[config.mk]
export PLATFORM = sky130hd
export DESIGN_NAME = window_stack_click_to_front
export DESIGN_NICKNAME = d
export VERILOG_FILES = /design/src/design/wstk_pkg.sv /design/src/design/wstk_store.sv /design/src/design/wstk_outq.sv /design/src/design/wstk_ctrl.sv /design/src/design/window_stack_click_to_front.sv
export SDC_FILE = /design/constraint.sdc
export NUM_CORES = 1
export LEC_CHECK = 0
export BUFFER_PORTS_ARGS = -buffer_cell sky130_fd_sc_hd__buf_2
export CAP_MARGIN = 20
export CORE_UTILIZATION = 30
export DETAILED_ROUTE_END_ITERATION = 16
export PLACE_DENSITY = 0.53
export SYNTH_ARGS = -nofsm -noshare
export SYNTH_HDL_FRONTEND = slang
export SYNTH_SLANG_ARGS = --single-unit
[constraint.sdc]
create_clock -name clk -period 8.2 [get_ports clk]
set_clock_uncertainty 0.05 [all_clocks]
set_input_delay 1.64 -clock clk [delete_from_list [all_inputs] [get_ports clk]]
set_output_delay 1.64 -clock clk [all_outputs]
set_load 0.02 [all_outputs]
[src/design/wstk_pkg.sv]
// shared constants, types and codes for the window stack
package wstk_pkg;

  localparam int WINDOWS    = 16;
  localparam int COORD_BITS = 12;
  localparam int ID_BITS    = 8;
  localparam int SLOT_BITS  = (WINDOWS > 1) ? $clog2(WINDOWS) : 1;
  localparam int COUNT_BITS = $clog2(WINDOWS + 1);

  // result queue
  localparam int QDEPTH    = 4;
  localparam int QPTR_BITS = $clog2(QDEPTH);
  localparam int QCNT_BITS = $clog2(QDEPTH + 1);

  typedef logic [COORD_BITS-1:0] coord_t;
  typedef logic [SLOT_BITS-1:0]  slot_t;
  typedef logic [COUNT_BITS-1:0] count_t;
  typedef logic [ID_BITS-1:0]    win_id_t;
  typedef logic [QCNT_BITS-1:0]  qcnt_t;

  // operation codes
  localparam logic [1:0] OP_LOAD  = 2'd0;
  localparam logic [1:0] OP_CLICK = 2'd1;
  localparam logic [1:0] OP_DUMP  = 2'd2;
  localparam logic [1:0] OP_NONE  = 2'd3;

  // result status codes
  localparam logic [2:0] STAT_LOADED = 3'd0;
  localparam logic [2:0] STAT_FULL   = 3'd1;
  localparam logic [2:0] STAT_HIT    = 3'd2;
  localparam logic [2:0] STAT_MISS   = 3'd3;
  localparam logic [2:0] STAT_ORDER  = 3'd4;
  localparam logic [2:0] STAT_EMPTY  = 3'd5;

  typedef struct packed {
    win_id_t id;
    coord_t  xa;
    coord_t  ya;
    coord_t  xb;
    coord_t  yb;
  } win_rec_t;

  typedef struct packed {
    logic [2:0] status;
    win_id_t    id;
    logic       last;
  } res_t;

  // memory access bundle from the sequencer to the store
  typedef struct packed {
    slot_t    ord_raddr;
    logic     ord_we;
    slot_t    ord_waddr;
    slot_t    ord_wdata;
    slot_t    tab_raddr;
    logic     tab_we;
    slot_t    tab_waddr;
    win_rec_t tab_wdata;
  } mem_req_t;

endpackage

[src/design/wstk_store.sv]
// window table and stacking order memories, registered reads
module wstk_store
  import wstk_pkg::*;
(
  input  logic     clk,
  input  mem_req_t mreq,
  output slot_t    ord_rdata,
  output win_rec_t tab_rdata
);

  slot_t    ord_mem [WINDOWS];
  win_rec_t tab_mem [WINDOWS];

  always_ff @(posedge clk) begin
    if (mreq.ord_we) begin
      ord_mem[mreq.ord_waddr] <= mreq.ord_wdata;
    end
    ord_rdata <= ord_mem[mreq.ord_raddr];
  end

  always_ff @(posedge clk) begin
    if (mreq.tab_we) begin
      tab_mem[mreq.tab_waddr] <= mreq.tab_wdata;
    end
    tab_rdata <= tab_mem[mreq.tab_raddr];
  end

endmodule

[src/design/wstk_outq.sv]
// small result queue between the sequencer and the response port
module wstk_outq
  import wstk_pkg::*;
(
  input  logic clk,
  input  logic rst,
  input  logic push,
  input  res_t push_res,
  output qcnt_t qcnt,
  output logic rsp_valid,
  input  logic rsp_stall,
  output res_t head
);

  res_t                 entries [QDEPTH];
  logic [QPTR_BITS-1:0] wp;
  logic [QPTR_BITS-1:0] rp;
  logic                 pop;

  assign rsp_valid = (qcnt != '0);
  assign pop       = rsp_valid && !rsp_stall;
  assign head      = entries[rp];

  always_ff @(posedge clk) begin
    if (push) begin
      entries[wp] <= push_res;
    end
  end

  always_ff @(posedge clk) begin
    if (rst) begin
      wp   <= '0;
      rp   <= '0;
      qcnt <= '0;
    end else begin
      if (push) begin
        wp <= wp + 1'b1;
      end
      if (pop) begin
        rp <= rp + 1'b1;
      end
      unique case ({push, pop})
        2'b10:   qcnt <= qcnt + 1'b1;
        2'b01:   qcnt <= qcnt - 1'b1;
        default: qcnt <= qcnt;
      endcase
    end
  end

endmodule

[src/design/wstk_ctrl.sv]
// request sequencer: load, scan pipeline, move-to-front shift
module wstk_ctrl
  import wstk_pkg::*;
(
  input  logic       clk,
  input  logic       rst,
  input  logic       req_valid,
  output logic       req_stall,
  input  logic [1:0] op,
  input  win_id_t    win_id,
  input  coord_t     ax,
  input  coord_t     ay,
  input  coord_t     bx,
  input  coord_t     by,
  output mem_req_t   mreq,
  input  slot_t      ord_rdata,
  input  win_rec_t   tab_rdata,
  input  qcnt_t      qcnt,
  output logic       push,
  output res_t       push_res
);

  typedef enum logic [2:0] {
    ST_IDLE  = 3'b001,
    ST_SCAN  = 3'b010,
    ST_SHIFT = 3'b100
  } state_t;

  state_t state;
  count_t count;
  logic   is_dump;
  coord_t px;
  coord_t py;
  count_t rd_pos;
  logic   s1_v;
  count_t s1_pos;
  logic   s2_v;
  count_t s2_pos;
  slot_t  s2_slot;
  slot_t  hit_slot;
  slot_t  sh_q;
  slot_t  sh_wq;
  logic   sh_pend;

  logic                 accept;
  logic                 full;
  logic [QCNT_BITS:0]   committed;
  logic                 credit;
  coord_t               xlo, xhi, ylo, yhi;
  logic                 in_rect;
  logic                 last_pos;
  logic                 hit_now;
  logic                 issue;

  assign req_stall = !((state == ST_IDLE) && (qcnt < qcnt_t'(QDEPTH)));
  assign accept    = req_valid && !req_stall;
  assign full      = (count >= count_t'(WINDOWS));

  // results already queued or still in the read pipeline
  assign committed = {1'b0, qcnt} + (QCNT_BITS+1)'(s1_v) + (QCNT_BITS+1)'(s2_v);
  assign credit    = committed < (QCNT_BITS+1)'(QDEPTH);

  // normalized inclusive rectangle test
  assign xlo     = (tab_rdata.xa < tab_rdata.xb) ? tab_rdata.xa : tab_rdata.xb;
  assign xhi     = (tab_rdata.xa < tab_rdata.xb) ? tab_rdata.xb : tab_rdata.xa;
  assign ylo     = (tab_rdata.ya < tab_rdata.yb) ? tab_rdata.ya : tab_rdata.yb;
  assign yhi     = (tab_rdata.ya < tab_rdata.yb) ? tab_rdata.yb : tab_rdata.ya;
  assign in_rect = (px >= xlo) && (px <= xhi) && (py >= ylo) && (py <= yhi);

  assign last_pos = ((s2_pos + 1'b1) == count);
  assign hit_now  = (state == ST_SCAN) && !is_dump && s2_v && in_rect;
  assign issue    = (state == ST_SCAN) && (rd_pos < count) && !hit_now &&
                    (!is_dump || credit);

  // memory ports
  always_comb begin
    mreq           = '0;
    mreq.ord_raddr = (state == ST_SHIFT) ? slot_t'(sh_q - 1'b1)
                                         : rd_pos[SLOT_BITS-1:0];
    mreq.tab_raddr = ord_rdata;
    if (state == ST_IDLE) begin
      if (accept && (op == OP_LOAD) && !full) begin
        mreq.ord_we         = 1'b1;
        mreq.ord_waddr      = count[SLOT_BITS-1:0];
        mreq.ord_wdata      = count[SLOT_BITS-1:0];
        mreq.tab_we         = 1'b1;
        mreq.tab_waddr      = count[SLOT_BITS-1:0];
        mreq.tab_wdata.id   = win_id;
        mreq.tab_wdata.xa   = ax;
        mreq.tab_wdata.ya   = ay;
        mreq.tab_wdata.xb   = bx;
        mreq.tab_wdata.yb   = by;
      end
    end else if (state == ST_SHIFT) begin
      if (sh_pend) begin
        mreq.ord_we    = 1'b1;
        mreq.ord_waddr = sh_wq;
        mreq.ord_wdata = ord_rdata;
      end else if (sh_q == '0) begin
        mreq.ord_we    = 1'b1;
        mreq.ord_waddr = '0;
        mreq.ord_wdata = hit_slot;
      end
    end
  end

  // result generation
  always_comb begin
    push            = 1'b0;
    push_res.status = STAT_LOADED;
    push_res.id     = '0;
    push_res.last   = 1'b1;
    if (state == ST_IDLE && accept) begin
      unique case (op)
        OP_LOAD: begin
          push            = 1'b1;
          push_res.status = full ? STAT_FULL : STAT_LOADED;
          push_res.id     = win_id;
        end
        OP_CLICK: begin
          push            = (count == '0);
          push_res.status = STAT_MISS;
        end
        OP_DUMP: begin
          push            = (count == '0);
          push_res.status = STAT_EMPTY;
        end
        default: begin
          push = 1'b0;
        end
      endcase
    end else if (state == ST_SCAN && s2_v) begin
      if (is_dump) begin
        push            = 1'b1;
        push_res.status = STAT_ORDER;
        push_res.id     = tab_rdata.id;
        push_res.last   = last_pos;
      end else if (in_rect) begin
        push            = 1'b1;
        push_res.status = STAT_HIT;
        push_res.id     = tab_rdata.id;
      end else if (last_pos) begin
        push            = 1'b1;
        push_res.status = STAT_MISS;
      end
    end
  end

  // payload registers
  always_ff @(posedge clk) begin
    if (accept) begin
      px      <= ax;
      py      <= ay;
      is_dump <= (op == OP_DUMP);
    end
    s1_pos  <= rd_pos;
    s2_pos  <= s1_pos;
    s2_slot <= ord_rdata;
    if (hit_now) begin
      hit_slot <= s2_slot;
    end
  end

  // control
  always_ff @(posedge clk) begin
    if (rst) begin
      state   <= ST_IDLE;
      count   <= '0;
      rd_pos  <= '0;
      s1_v    <= 1'b0;
      s2_v    <= 1'b0;
      sh_q    <= '0;
      sh_wq   <= '0;
      sh_pend <= 1'b0;
    end else begin
      unique case (state)
        ST_IDLE: begin
          rd_pos <= '0;
          s1_v   <= 1'b0;
          s2_v   <= 1'b0;
          if (accept) begin
            if ((op == OP_LOAD) && !full) begin
              count <= count + 1'b1;
            end
            if (((op == OP_CLICK) || (op == OP_DUMP)) && (count != '0)) begin
              state <= ST_SCAN;
            end
          end
        end
        ST_SCAN: begin
          s1_v <= issue;
          s2_v <= s1_v && !hit_now;
          if (issue) begin
            rd_pos <= rd_pos + 1'b1;
          end
          if (hit_now) begin
            sh_q    <= s2_pos[SLOT_BITS-1:0];
            sh_pend <= 1'b0;
            state   <= ST_SHIFT;
          end else if (s2_v && last_pos) begin
            state <= ST_IDLE;
          end
        end
        ST_SHIFT: begin
          if (sh_q != '0) begin
            sh_pend <= 1'b1;
            sh_wq   <= sh_q;
            sh_q    <= slot_t'(sh_q - 1'b1);
          end else if (sh_pend) begin
            sh_pend <= 1'b0;
          end else begin
            state <= ST_IDLE;
          end
        end
        default: begin
          state <= ST_IDLE;
        end
      endcase
    end
  end

endmodule

[src/design/window_stack_click_to_front.sv]
// top level of the window stack with click-to-front
//
// Keeps a stacking order of up to WINDOWS rectangles (wstk_pkg) in two
// synchronous memories with registered reads: a window table of id and
// corners per slot, and a stacking order of slot numbers, top first. A
// load request appends a window at the bottom and answers loaded, or full
// with the id when WINDOWS are already stored. A click request reads the
// stack through a read pipeline (order memory, then table memory, then the
// normalized inclusive rectangle test), one stack position per cycle. A
// hit at stack position p answers hit with the id and then moves the
// window to the top by rewriting the order memory one entry per cycle.
// A dump request streams the n ids top to bottom, last set on the final
// one, or answers empty when nothing is loaded. Requests are taken one at
// a time: req_stall stays high until the sequencer is back in idle and the
// four-entry response queue has room, so a waiting response holds off the
// next request only when the queue is full. Op code 3 is taken and gives
// no response. There is no clearing pass after reset; the memories keep
// their contents and only the window count, the sequencer state and the
// response queue are cleared.
module window_stack_click_to_front
  import wstk_pkg::*;
(
  input  logic        clk,
  input  logic        rst,
  // request channel
  input  logic        req_valid,
  output logic        req_stall,
  input  logic [1:0]  op,
  input  logic [7:0]  win_id,
  input  logic [11:0] corner_ax,
  input  logic [11:0] corner_ay,
  input  logic [11:0] corner_bx,
  input  logic [11:0] corner_by,
  // response channel
  output logic        rsp_valid,
  input  logic        rsp_stall,
  output logic [2:0]  status,
  output logic [7:0]  out_id,
  output logic        last
);

  mem_req_t mreq;
  slot_t    ord_rdata;
  win_rec_t tab_rdata;
  qcnt_t    qcnt;
  logic     push;
  res_t     push_res;
  res_t     head;

  // sequencer: owns the window count and both memory ports
  wstk_ctrl u_ctrl (
    .clk       (clk),
    .rst       (rst),
    .req_valid (req_valid),
    .req_stall (req_stall),
    .op        (op),
    .win_id    (win_id),
    .ax        (corner_ax[COORD_BITS-1:0]),
    .ay        (corner_ay[COORD_BITS-1:0]),
    .bx        (corner_bx[COORD_BITS-1:0]),
    .by        (corner_by[COORD_BITS-1:0]),
    .mreq      (mreq),
    .ord_rdata (ord_rdata),
    .tab_rdata (tab_rdata),
    .qcnt      (qcnt),
    .push      (push),
    .push_res  (push_res)
  );

  // window table and stacking order
  wstk_store u_store (
    .clk       (clk),
    .mreq      (mreq),
    .ord_rdata (ord_rdata),
    .tab_rdata (tab_rdata)
  );

  // response queue; dump reads are issued only against free entries
  wstk_outq u_outq (
    .clk       (clk),
    .rst       (rst),
    .push      (push),
    .push_res  (push_res),
    .qcnt      (qcnt),
    .rsp_valid (rsp_valid),
    .rsp_stall (rsp_stall),
    .head      (head)
  );

  assign status = head.status;
  assign out_id = head.id;
  assign last   = head.last;

endmodule

# Word level (Yosys, flattened, before mapping)

Memory sizes are Yosys's and may differ from the RTL's. A register that Yosys moved wholly into a read port is not among the register bits.
Cells that the tools add are included.

Bits in registers: 74
RAM bits: 1008
Input port bits: 62
Logic and storage cells: 155
Memories kept: 3

$add $sub $neg: 10
Order comparisons: 10
Equal/unequal tests: 16
Muxes and demuxes: 55
Reduce and logical (&&, ||, !) cells: 43

Memories:

| name            | words | width | rd ports | clocked after Yosys merged registers in | wr ports | line             | source |
|---|---|---|---|---|---|---|---|
| u_store.tab_mem | 16    | 56    | 1        | 1                                       | 1        | wstk_store.sv:12 | `win_rec_t tab_mem [WINDOWS];` |
| u_store.ord_mem | 16    | 4     | 1        | 1                                       | 1        | wstk_store.sv:11 | `slot_t ord_mem [WINDOWS];` |
| u_outq.entries  | 4     | 12    | 1        | 1                                       | 1        | wstk_outq.sv:15  | `res_t entries [QDEPTH];` |

Operators by type and width:

| cell                                                  | count |
|---|---|
| 2-to-1 mux 61 bit                                     | 2 |
| 2-to-1 mux 12 bit                                     | 5 |
| 2-to-1 mux 9 bit                                      | 5 |
| greater-or-equal comparator 12 bit                    | 2 |
| less-or-equal comparator 12 bit                       | 2 |
| < comparator 12 bit                                   | 2 |
| 2-to-1 mux 11 bit                                     | 2 |
| logical AND 1 bit                                     | 20 |
| 2-to-1 mux 3 bit                                      | 6 |
| case mux 3 bit (3 select lines)                       | 2 |
| 2-to-1 mux 1 bit                                      | 16 |
| 2-to-1 mux 8 bit                                      | 2 |
| adder 5 x 1 -> 5 bit, second input constant           | 3 |
| 2-to-1 mux 4 bit                                      | 3 |
| case mux 5 bit (2 select lines)                       | 1 |
| 2-to-1 mux 2 bit                                      | 4 |
| inequality test 2 bit, second input constant          | 4 |
| case mux 1 bit (2 select lines)                       | 4 |
| case mux 4 bit (2 select lines)                       | 1 |
| inequality test 2 x 1 -> 1 bit, second input constant | 3 |
| case mux 3 bit (2 select lines)                       | 1 |
| AND reduction 2 bit                                   | 3 |
| AND reduction 3 bit                                   | 2 |
| nonzero test 2 bit                                    | 3 |
| other kinds (28)                                      | 36 |

# Depth between registers and ports, before layout

Gate-level depths: netlist of run 1.

Depth after elaboration: 12
Depth in mapped cells: 24

# Cells and area by module

Synthesis of run 1 repeated with hierarchy kept, for this count alone.

Cells, all modules: 2273
Area, all modules: 44933.1 sq um

By module, submodules not included:

| module     | instances | cells each | area each (sq um) | sequential area each (sq um) |
|---|---|---|---|---|
| wstk_store | 1         | 1575       | 37270.7           | 30028.8 |
| wstk_ctrl  | 1         | 586        | 5460.2            | 1631.6 |
| wstk_outq  | 1         | 112        | 2202.1            | 1621.6 |

# Worst setup path after synthesis of run 1

Ideal clock, no wire load.

Kind: input-to-reg
From: input op[0]
To: memory u_store.tab_mem[2][0] in the netlist's numbering, enable pin
Library setup time: 608 ps
Arrival time: 7961 ps
Path slack: -420 ps
Stages: 7
Buffers on the path: 2
Path through: inv_1 ha_1 and4_1 clkbuf_1 clkbuf_1 nand2_1 nor4_1

Word-level cells in the longest chain between the ends: 7

Ends and longest elaborated chain:

| what                                   | line                              | source |
|---|---|---|
| from (decl)                            | window_stack_click_to_front.sv:28 | `input logic [1:0] op,` |
| logical NOT 2 bit *                    | wstk_ctrl.sv:82                   | `if (accept && (op == OP_LOAD) && !full) begin` |
| logical AND 1 bit * (2 in series)      | wstk_ctrl.sv:82                   |  |
| 2-to-1 mux 61 bit *                    | wstk_ctrl.sv:82                   |  |
| 2-to-1 mux 61 bit *                    | wstk_ctrl.sv:81                   | `if (state == ST_IDLE) begin` |
| 2-to-1 mux 1 bit                       | wstk_store.sv:22                  | `if (mreq.tab_we) begin` |
| 2-to-1 mux 1 bit (not written as such) | wstk_store.sv:23                  | `tab_mem[mreq.tab_waddr] <= mreq.tab_wdata;` |
| to (decl)                              | wstk_store.sv:12                  |  |

Mark *: on every way between the ends. The rest lies on a longest branch, timed or not.

# Worst setup path after layout of run 1

From: register, netlist name u_store.tab_rdata[35]
To: register u_outq.qcnt[2]

Word-level cells in the longest chain between the ends: 11
Elaborated cells between the ends (all ways): 15
Classes of those cells: 3 x order compare; 2 x eq/ne; 7 x mux; 3 x reduce/logical

Ends and longest elaborated chain:

| what                                                                  | line                             | source |
|---|---|---|
| < comparator 12 bit                                                   | wstk_ctrl.sv:66, wstk_ctrl.sv:67 |  |
| 2-to-1 mux 12 bit                                                     | wstk_ctrl.sv:66                  | `assign ylo = (tab_rdata.ya < tab_rdata.yb) ? tab_rdata.ya : tab_rdata.yb;` |
| greater-or-equal comparator 12 bit                                    | wstk_ctrl.sv:68                  | `assign in_rect = (px >= xlo) && (px <= xhi) && (py >= ylo) && (py <= yhi);` |
| logical AND 1 bit                                                     | wstk_ctrl.sv:68                  |  |
| logical AND 1 bit *                                                   | wstk_ctrl.sv:68                  |  |
| 2-to-1 mux 1 bit *                                                    | wstk_ctrl.sv:138                 | `end else if (in_rect) begin` |
| 2-to-1 mux 1 bit *                                                    | wstk_ctrl.sv:133                 | `if (is_dump) begin` |
| 2-to-1 mux 1 bit *                                                    | wstk_ctrl.sv:132                 | `end else if (state == ST_SCAN && s2_v) begin` |
| 2-to-1 mux 1 bit *                                                    | wstk_ctrl.sv:113                 | `if (state == ST_IDLE && accept) begin` |
| equality test 2 x 1 -> 1 bit or equality test 2 bit (tied branches)   | wstk_outq.sv:42                  | `unique case ({push, pop})` |
| case mux 3 bit (2 select lines) or nonzero test 2 bit (tied branches) | --                               |  |
| to (signal assigned)                                                  | wstk_outq.sv:43                  | `2'b10: qcnt <= qcnt + 1'b1;` |
| to (signal assigned)                                                  | wstk_outq.sv:44                  | `2'b01: qcnt <= qcnt - 1'b1;` |
| to (signal assigned)                                                  | wstk_outq.sv:45                  | `default: qcnt <= qcnt;` |
| to (decl)                                                             | wstk_outq.sv:9                   | `output qcnt_t qcnt,` |

Marks and branches as above.
A chain may end at the register's enable or synchronous reset.

==> results of run 1 <==
## report_power, final
part / switching, mW / leakage (nW) / internal (mW) / total (mW)
combinational: 0.437 / 4.82 / 0.306 / 0.743
sequential: 0.0658 / 10.4 / 6.39 / 6.46
clock: 2.16 / 1.87 / 3.05 / 5.22
total: 2.67 / 17.1 / 9.75 / 12.4
## synthesized netlist by cell type (3+ instances only)
master	count
a21o_1	19
a21oi_1	51
clkbuf_1	77
xor2_1	8
a22oi_1	21
nor3b_1	3
ha_1	89
nand3_1	12
nor2b_1	3
buf_1	22
xnor2_1	8
mux2i_1	31
a22o_1	9
dfxtp_1	107
nand4_1	9
and4_1	5
nand2_1	82
nand3b_1	3
a31oi_1	3
a211oi_1	3
mux2_2	6
a221oi_1	4
and2_1	58
nand2b_1	8
o211ai_1	4
buf_2	14
edfxtp_1	1037
o21a_1	5
nor2_1	56
inv_1	49
and3_1	10
o21ai_0	44
o2111a_1	21
or3_1	7
o2111ai_1	6
mux4_2	308
o21ai_1	5
nor3_1	66
## routing by layer
layer | GRT usage | part of all wire
met1 | 0.197 | 0.45
met2 | 0.236 | 0.49
met3 | 0.0224 | 0.047
met4 | 0.0300 | 0.017
met5 | 0 | 0.000082
## kinds of logic after synthesis
logic type	count (synthesis)	synth area share
AND/OR/NAND/NOR	334	0.0377
AO/OA/AOI/OAI	220	0.0340
XOR/XNOR	16	0.00306
flip-flops	1144	0.727
buffers and inverters	165	0.0142
multiplexers	345	0.160
adder cells (fa/ha/maj)	90	0.0247
## state kept, by name, summed over array words and instances (netlist names), 2 cells and up, named ones only
name               count
u_store.tab_mem      896
u_store.ord_mem       64
u_store.tab_rdata     56
u_outq.entries        48
u_ctrl.px             12
u_ctrl.py             12
u_ctrl.count           5
u_ctrl.rd_pos          5
u_ctrl.s1_pos          5
u_ctrl.s2_pos          5
u_ctrl.hit_slot        4
u_ctrl.s2_slot         4
u_ctrl.sh_q            4
u_ctrl.sh_wq           4
u_store.ord_rdata      4
u_ctrl.state           3
u_outq.qcnt            3
u_outq.rp              2
u_outq.wp              2
## area by class of cell
type / instances / area [µm²]
inverters: 49 / 184
diodes: 1 / 2.50
repair buffers: 121 / 858
flip-flops and latches: 1144 / 33300
multi-input cells: 1005 / 12000
clock inverters: 44 / 402
fillers: 14300 / 99000
well taps: 2030 / 2540
clock buffers: 177 / 3420
## worst paths after layout
| check | start | to | slack, ps | cells after the start |
|---|---|---|---|---|
| worst max-delay path | u_store.tab_rdata[35]$_DFF_P_ | u_outq.qcnt[2]$_SDFFE_PP0P_ | 1950 | 18 |
| worst min-delay path | u_ctrl.s1_pos[3]$_DFF_P_ | u_ctrl.s2_pos[3]$_DFF_P_ | 280 | 0 |
| worst max register to register | u_store.tab_rdata[35]$_DFF_P_ | u_outq.qcnt[2]$_SDFFE_PP0P_ | 1950 | 18 |
| worst min register to register | u_ctrl.s1_pos[3]$_DFF_P_ | u_ctrl.s2_pos[3]$_DFF_P_ | 280 | 0 |
## metrics by stage
stage,instance area [µm²],cells
final,52700,4571
after global placement,48900,4346
after global routing,52700,4570
after CTS,52700,4567
after detailed placement,48900,4346
after floorplan,45800,2314
## worst max-delay path: stages, from the launching register on
cell and delay, ps:
dfxtp_1 440, ha_1 910, inv_1 710, o2111a_1 300
nor3_1 200, ha_1 270, a211o_1 250, a31oi_1 140
o31ai_1 120, a221oi_1 920, o311ai_0 290, buf_4 270
nand2_1 70, ha_1 190, inv_1 60, fa_1 370
xor2_1 160, or3_1 300, a21oi_1 140
==> flow_summary.json, run 1 <==
{
  "finalPower_mw": 12.4,
  "ctsResizeCount": 0,
  "initial_utilization": 0.302,
  "grt_use_total": 0.142,
  "maxCapViolations": 0,
  "place_ws_ps": 2050,
  "grt_pass1_wl_um": 161000,
  "syn_inst": 2314,
  "setup_viol": 0,
  "startpoint_type": "flop",
  "antenna_found_initial": 4,
  "netlist_area_um2": 45800,
  "cp_max_fo": 29,
  "cts.clk_slew.worst_paths_ps": 60,
  "fmax_mhz": 160,
  "die_h_um": 393,
  "cp_data_arrival_time_ps": 6820,
  "synth_top_cell_by_area": "edfxtp_1",
  "ir_worst_vdd_mv": 0.187,
  "layout_common_cells": "edfxtp_1 (1,037), mux4_2 (308), clkbuf_16 (121), dfxtp_1 (103), ha_1 (89)",
  "tns_ps": 0,
  "power.leakage_nw": 17.1,
  "worstSetupPathType": "flop to flop",
  "hold_buffers": 0,
  "tightest_slew_ps": 1110,
  "status": "complete, no violations",
  "ys.flop_type": "edfxtp_1",
  "min_period_ps": 6250,
  "syn_nets": 2466,
  "whs_ps": 276,
  "netlist.area_leader.share": 0.680,
  "cts_setup_buffers": 0,
  "relSlewSlack": 0.253,
  "rsz0062_at_grt": "no",
  "grt_max_degree": 105,
  "grt.overflow.total": 0,
  "period_share": 0.762,
  "dr.pass1.iters": 6,
  "tritoncts": "yes",
  "post-route-drc-count": 0,
  "drt_iter0_markers": 1874,
  "worstSetupEndpointType": "flop",
  "ant_nets": 0,
  "cts_root_buf": "clkbuf_16",
  "viasPerCell": 4.96,
  "yosys_warnings": 0,
  "clk_latency_ps": 690,
  "power_density_nw_per_um2": 235,
  "dieArea_um2": 154000,
  "hold_path_class": "flop to flop",
  "htree_levels": 3,
  "post-route-util": 0.347,
  "final_common_cell": "edfxtp_1",
  "synthArstFlopShare": 0,
  "wl_per_cell_um": 23.9,
  "numCtsBuffers": 116,
  "synth_seq_area_share": 0.727,
  "finalHoldViolCount": 0,
  "grt_pass1_vias": 23700,
  "syn_area_per_cell_um2": 19.8,
  "nets": 2589,
  "clk_path_buf_depth": 3,
  "port_buffers": 75,
  "synth.area.top_cells": "edfxtp_1 (68%), mux4_2 (15%), dfxtp_1 (4.7%)",
  "timing.final.ws_setup_ps": 1950,
  "place_congestion": 0.828,
  "die_x_um": 393,
  "via_count": 22700,
  "drive_above_1_share": 0.252,
  "synth_cell_type_count": 74,
  "slew_violations": 0,
  "worstPathRequired_ps": 8770,
  "core_um2": 152000,
  "drt_wl_total_um": 109000,
  "dp_hpwl_um": 60100,
  "cts_sinks": 1144,
  "area_delta_synth_final_pct": 15.1,
  "row_count": 143,
  "num_io_pins": 76,
  "synth_edf_count": 1037,
  "ys_seq_elements": 1144
}
No activity file was read; power rests on OpenSTA's default activity.
==> run 2, diff against run 1 <==
==> constraint.sdc (replaced) <==
create_clock -name clk -period 5.6 [get_ports clk]
set_clock_uncertainty 0.05 [all_clocks]
set_input_delay 1.12 -clock clk [delete_from_list [all_inputs] [get_ports clk]]
set_output_delay 1.12 -clock clk [all_outputs]
set_load 0.02 [all_outputs]
==> flow_summary.json, run 2 (same netlist as run 1, synthesis figures left out) <==
{
  "wl_per_cell_um": 23.9,
  "tightest_slew_ps": 1040,
  "timing.final.ws_setup_ps": 399,
  "maxCapViolations": 0,
  "die_h_um": 393,
  "grt.overflow.total": 0,
  "layout_common_cells": "edfxtp_1 (1,037), mux4_2 (308), clkbuf_16 (116), dfxtp_1 (102), ha_1 (89)",
  "finalHoldViolCount": 0,
  "drt_iter0_markers": 1998,
  "dp_cells": 4361,
  "grt_pass1_vias": 23500,
  "final_common_cell": "edfxtp_1",
  "area_delta_synth_final_pct": 15.7,
  "htree_levels": 3,
  "grt_max_degree": 117,
  "combPwrFrac": 0.062,
  "tns_ps": 0,
  "tritoncts": "yes",
  "ctsResizeCount": 0,
  "numCtsBuffers": 113,
  "viasPerCell": 4.98,
  "period_share": 0.929,
  "row_count": 143,
  "clk_path_buf_depth": 3,
  "place_area_um2": 49100,
  "cts.clk_slew.worst_paths_ps": 60,
  "hold_buffers": 0,
  "worstSetupEndpointType": "flop",
  "grt_pass1_wl_um": 160000,
  "cp_data_arrival_time_ps": 5790,
  "nets": 2601,
  "drive_above_1_share": 0.260,
  "p_sw_frac": 0.217,
  "relSlewSlack": 0.306,
  "core_um2": 152000,
  "rsz0062_at_grt": "no",
  "via_count": 22800,
  "place_congestion": 0.824,
  "largest_reg_flops": 896,
  "worstSetupPathType": "flop to flop",
  "cp_max_fo": 16,
  "dp_hpwl_um": 59800,
  "slew_violations": 0,
  "largest-register": "u_store.tab_mem",
  "post-route-drc-count": 0,
  "cts_sinks": 1144,
  "switchingPower_mw": 3.96,
  "postLayoutCellArea_um2": 53000,
  "seqPwrFrac": 0.518,
  "p_int_mw": 14.3,
  "final_cells": 4582,
  "hold_path_class": "flop to flop",
  "ant_nets": 0,
  "port_buffers": 75,
  "cts_root_buf": "clkbuf_16",
  "top_regs": "u_store.tab_mem x896, u_store.ord_mem x64, u_store.tab_rdata x56",
  "power_density_nw_per_um2": 344,
  "power.leakage_nw": 17.2,
  "setup_viol": 0,
  "drt_wl_total_um": 109000,
  "num_io_pins": 76,
  "dieArea_um2": 154000,
  "clkPwrFrac": 0.420,
  "dr.pass1.iters": 7,
  "cts_setup_buffers": 0,
  "r2r_slack_ps": 400,
  "status": "complete, no violations",
  "startpoint_type": "flop",
  "fmax_mhz": 192,
  "clk_latency_ps": 720,
  "initial_utilization": 0.302,
  "place_ws_ps": 148,
  "worstPathRequired_ps": 6190,
  "die_x_um": 393,
  "ir_worst_vdd_mv": 0.265,
  "grt_use_total": 0.142,
  "min_period_ps": 5200,
  "antenna_found_initial": 11
}
==> run 2: per-stage QoR <==
stage | util | hold slack (ps) | power, mW
after floorplan | - | 260 | 10.4
after global placement | 0.324 | 261 | 10.7
after detailed placement | 0.324 | 262 | 10.8
after CTS | 0.349 | 276 | 18.4
after global routing | 0.349 | 285 | 18.9
final | 0.349 | 273 | 18.3
==> run 2: metal layers <==
layer / routed length, µm / track usage / vias to the layer above / share of wire
li1: - / - / 9825 / -
met3: 6170 / 0.0236 / 144 / 0.056
met5: 41 / 0 / - / 0.00037
met1: 46800 / 0.191 / 12200 / 0.43
met2: 54300 / 0.237 / 662 / 0.50
met4: 2080 / 0.0384 / 6 / 0.019
==> run 2: cell type report <==
cell class	count	area, µm²
fill	14100	98700
sequential	1144	33300
multi-input combinational	1005	12000
clock buffer	154	3160
tap	2030	2540
timing repair buffer	136	1120
clock inverter	61	652
inverter	49	184
antenna	3	7.51
==> run 2: worst paths after layout <==
check                                     from  cells after the start                           to
hold / removal        u_ctrl.s1_pos[1]$_DFF_P_                      0     u_ctrl.s2_pos[1]$_DFF_P_
hold reg to reg       u_ctrl.s1_pos[1]$_DFF_P_                      0     u_ctrl.s2_pos[1]$_DFF_P_
setup / recovery  u_store.tab_rdata[1]$_DFF_P_                     23  u_outq.qcnt[2]$_SDFFE_PP0P_
setup reg to reg  u_store.tab_rdata[1]$_DFF_P_                     23  u_outq.qcnt[2]$_SDFFE_PP0P_
==> run 2: critical path, stage by stage (launching register included) <==
cell      delay (ps)
dfxtp_1          410
inv_1             70
ha_1             290
a21o_1           160
a21o_1           160
a21o_1           200
a211oi_4         360
buf_4            280
o2111a_1         210
nor3_1            50
ha_1             310
a21oi_1          140
o21a_1           190
o31ai_1          120
a221oi_2         320
buf_4            220
o311ai_0         180
nand2_1          120
ha_1             180
inv_1             80
fa_1             390
xor2_1           160
or3_1            320
a21oi_1          160
==> run 2: power by group through the flow <==
| stage | clock [mW] | combinational (mW) | sequential, mW |
|---|---|---|---|
| 2_1_floorplan | 0 | 0.774 | 9.58 |
| 3_3_place_gp | 0 | 1.10 | 9.63 |
| 3_5_place_dp | 0 | 1.13 | 9.63 |
| 4_1_cts | 7.85 | 1.13 | 9.45 |
| 5_1_grt | 8.18 | 1.24 | 9.46 |
| 6_report | 7.67 | 1.13 | 9.45 |
==> run 3, diff against run 2 <==
--- a/config.mk
+++ b/config.mk
@@ -9,7 +9,7 @@
 export CAP_MARGIN = 20
 export CORE_UTILIZATION = 30
 export DETAILED_ROUTE_END_ITERATION = 16
-export PLACE_DENSITY = 0.53
+export PLACE_DENSITY = 0.43
 export SYNTH_ARGS = -nofsm -noshare
 export SYNTH_HDL_FRONTEND = slang
 export SYNTH_SLANG_ARGS = --single-unit
==> constraint.sdc (replaced) <==
create_clock -name clk -period 6.2 [get_ports clk]
set_clock_uncertainty 0.05 [all_clocks]
set_input_delay 1.24 -clock clk [delete_from_list [all_inputs] [get_ports clk]]
set_output_delay 1.24 -clock clk [all_outputs]
set_load 0.02 [all_outputs]
==> flow_summary.json, run 3 (same netlist as run 1, synthesis figures left out) <==
{
  "status": "complete, no violations",
  "dp_hpwl_um": 62400,
  "htree_levels": 3,
  "port_buffers": 75,
  "antenna_found_initial": 8,
  "worstSetupEndpointType": "flop",
  "place_area_um2": 49000,
  "maxCapViolations": 0,
  "worstSetupPathType": "flop to flop",
  "core_um2": 152000,
  "die_x_um": 393,
  "ir_worst_vdd_mv": 0.211,
  "place_ws_ps": 605,
  "drive_above_1_share": 0.262,
  "drt_iter0_markers": 1751,
  "finalPower_mw": 16.9,
  "area_delta_synth_final_pct": 16.0,
  "setup_viol": 0,
  "largest_reg_flops": 896,
  "ctsResizeCount": 0,
  "min_period_ps": 5500,
  "cp_data_arrival_time_ps": 6110,
  "fmax_mhz": 182,
  "cp_max_fo": 48,
  "ant_nets": 0,
  "grt_use_total": 0.151,
  "startpoint_type": "flop",
  "nets": 2608,
  "tightest_slew_ps": 1080,
  "viasPerCell": 4.94,
  "whs_ps": 275,
  "grt_max_degree": 102,
  "cts_sinks": 1144,
  "relSlewSlack": 0.280,
  "initial_utilization": 0.302,
  "postLayoutCellArea_um2": 53100,
  "place_congestion": 0.783,
  "timing.final.ws_setup_ps": 697,
  "dieArea_um2": 154000,
  "top_regs": "u_store.tab_mem x896, u_store.ord_mem x64, u_store.tab_rdata x56",
  "grt_pass1_vias": 23500,
  "largest-register": "u_store.tab_mem",
  "dr.pass1.iters": 5,
  "hold_path_class": "flop to flop",
  "wl_per_cell_um": 25.2,
  "post-route-drc-count": 0,
  "cts.clk_slew.worst_paths_ps": 60,
  "drt_wl_total_um": 116000,
  "slew_violations": 0,
  "period_share": 0.888,
  "clk_path_buf_depth": 3,
  "num_io_pins": 76,
  "finalHoldViolCount": 0,
  "grt.overflow.total": 0,
  "clk_latency_ps": 740,
  "tritoncts": "yes",
  "layout_common_cells": "edfxtp_1 (1,037), mux4_2 (308), clkbuf_16 (123), dfxtp_1 (103), ha_1 (89)",
  "via_count": 22700,
  "grt_pass1_wl_um": 168000,
  "rsz0062_at_grt": "no",
  "die_h_um": 393,
  "hold_buffers": 0,
  "final_common_cell": "edfxtp_1",
  "worstPathRequired_ps": 6810,
  "numCtsBuffers": 121,
  "cts_setup_buffers": 0,
  "power_density_nw_per_um2": 318,
  "power.leakage_nw": 17.3,
  "cts_root_buf": "clkbuf_16",
  "row_count": 143
}
==> run 3: per-layer routing <==
layer	wire length, µm	track usage	vias to the layer above
li1	-	-	9851
met1	52200	0.210	12200
met2	56500	0.246	514
met3	5190	0.0237	126
met4	1900	0.0386	2
met5	13	0	-
==> run 3: stage by stage <==
| stage | instances | TNS [ps] | utilization |
|---|---|---|---|
| after detailed placement | 4361 | 0 | 0.323 |
| after global placement | 4359 | 0 | 0.323 |
| after floorplan | 2314 | -168070 | - |
| after global routing | 4594 | 0 | 0.350 |
| final | 4596 | 0 | 0.350 |
| after CTS | 4592 | 0 | 0.350 |
==> run 3: worst max-delay path: stages (launching register included) <==
cell and delay [ps]:
dfxtp_1 410, inv_1 70, ha_1 300, a21o_1 160, a21o_1 170, a21o_1 180
a21oi_2 120, buf_4 420, nor2_1 100, a221oi_1 220, nand3_1 140, ha_1 280
nand2b_1 150, a31oi_1 200, o31ai_1 140, a221oi_1 470, buf_4 270, o311ai_0 120
buf_4 190, nand2_1 70, ha_1 190, inv_1 60, fa_1 370, xor2_1 160
or3_1 300, a21oi_1 140
==> run 3: path summary, 6_finish.rpt <==
| path | from | endpoint | slack, ps | cells past startpoint |
|---|---|---|---|---|
| setup / recovery | u_store.tab_rdata[7]$_DFF_P_ | u_outq.qcnt[2]$_SDFFE_PP0P_ | 700 | 25 |
| hold / removal | u_ctrl.s1_pos[0]$_DFF_P_ | u_ctrl.s2_pos[0]$_DFF_P_ | 270 | 0 |
| hold reg to reg | u_ctrl.s1_pos[0]$_DFF_P_ | u_ctrl.s2_pos[0]$_DFF_P_ | 270 | 0 |
| setup reg to reg | u_store.tab_rdata[7]$_DFF_P_ | u_outq.qcnt[2]$_SDFFE_PP0P_ | 700 | 25 |
==> run 3: where the power goes <==
group / switching, mW / internal (mW) / leakage (nW)
Combinational: 0.584 / 0.418 / 4.91
Sequential: 0.0919 / 8.45 / 10.4
Clock: 3.02 / 4.36 / 2.01
==> run 3: final cells by class <==
type / instances / area [µm²]
repair buffers: 135 / 1030
clock inverters: 76 / 786
multi-input cells: 1005 / 12000
inverters: 49 / 184
fillers: 14300 / 98600
well taps: 2030 / 2540
clock buffers: 155 / 3290
diodes: 2 / 5.00
flip-flops and latches: 1144 / 33300
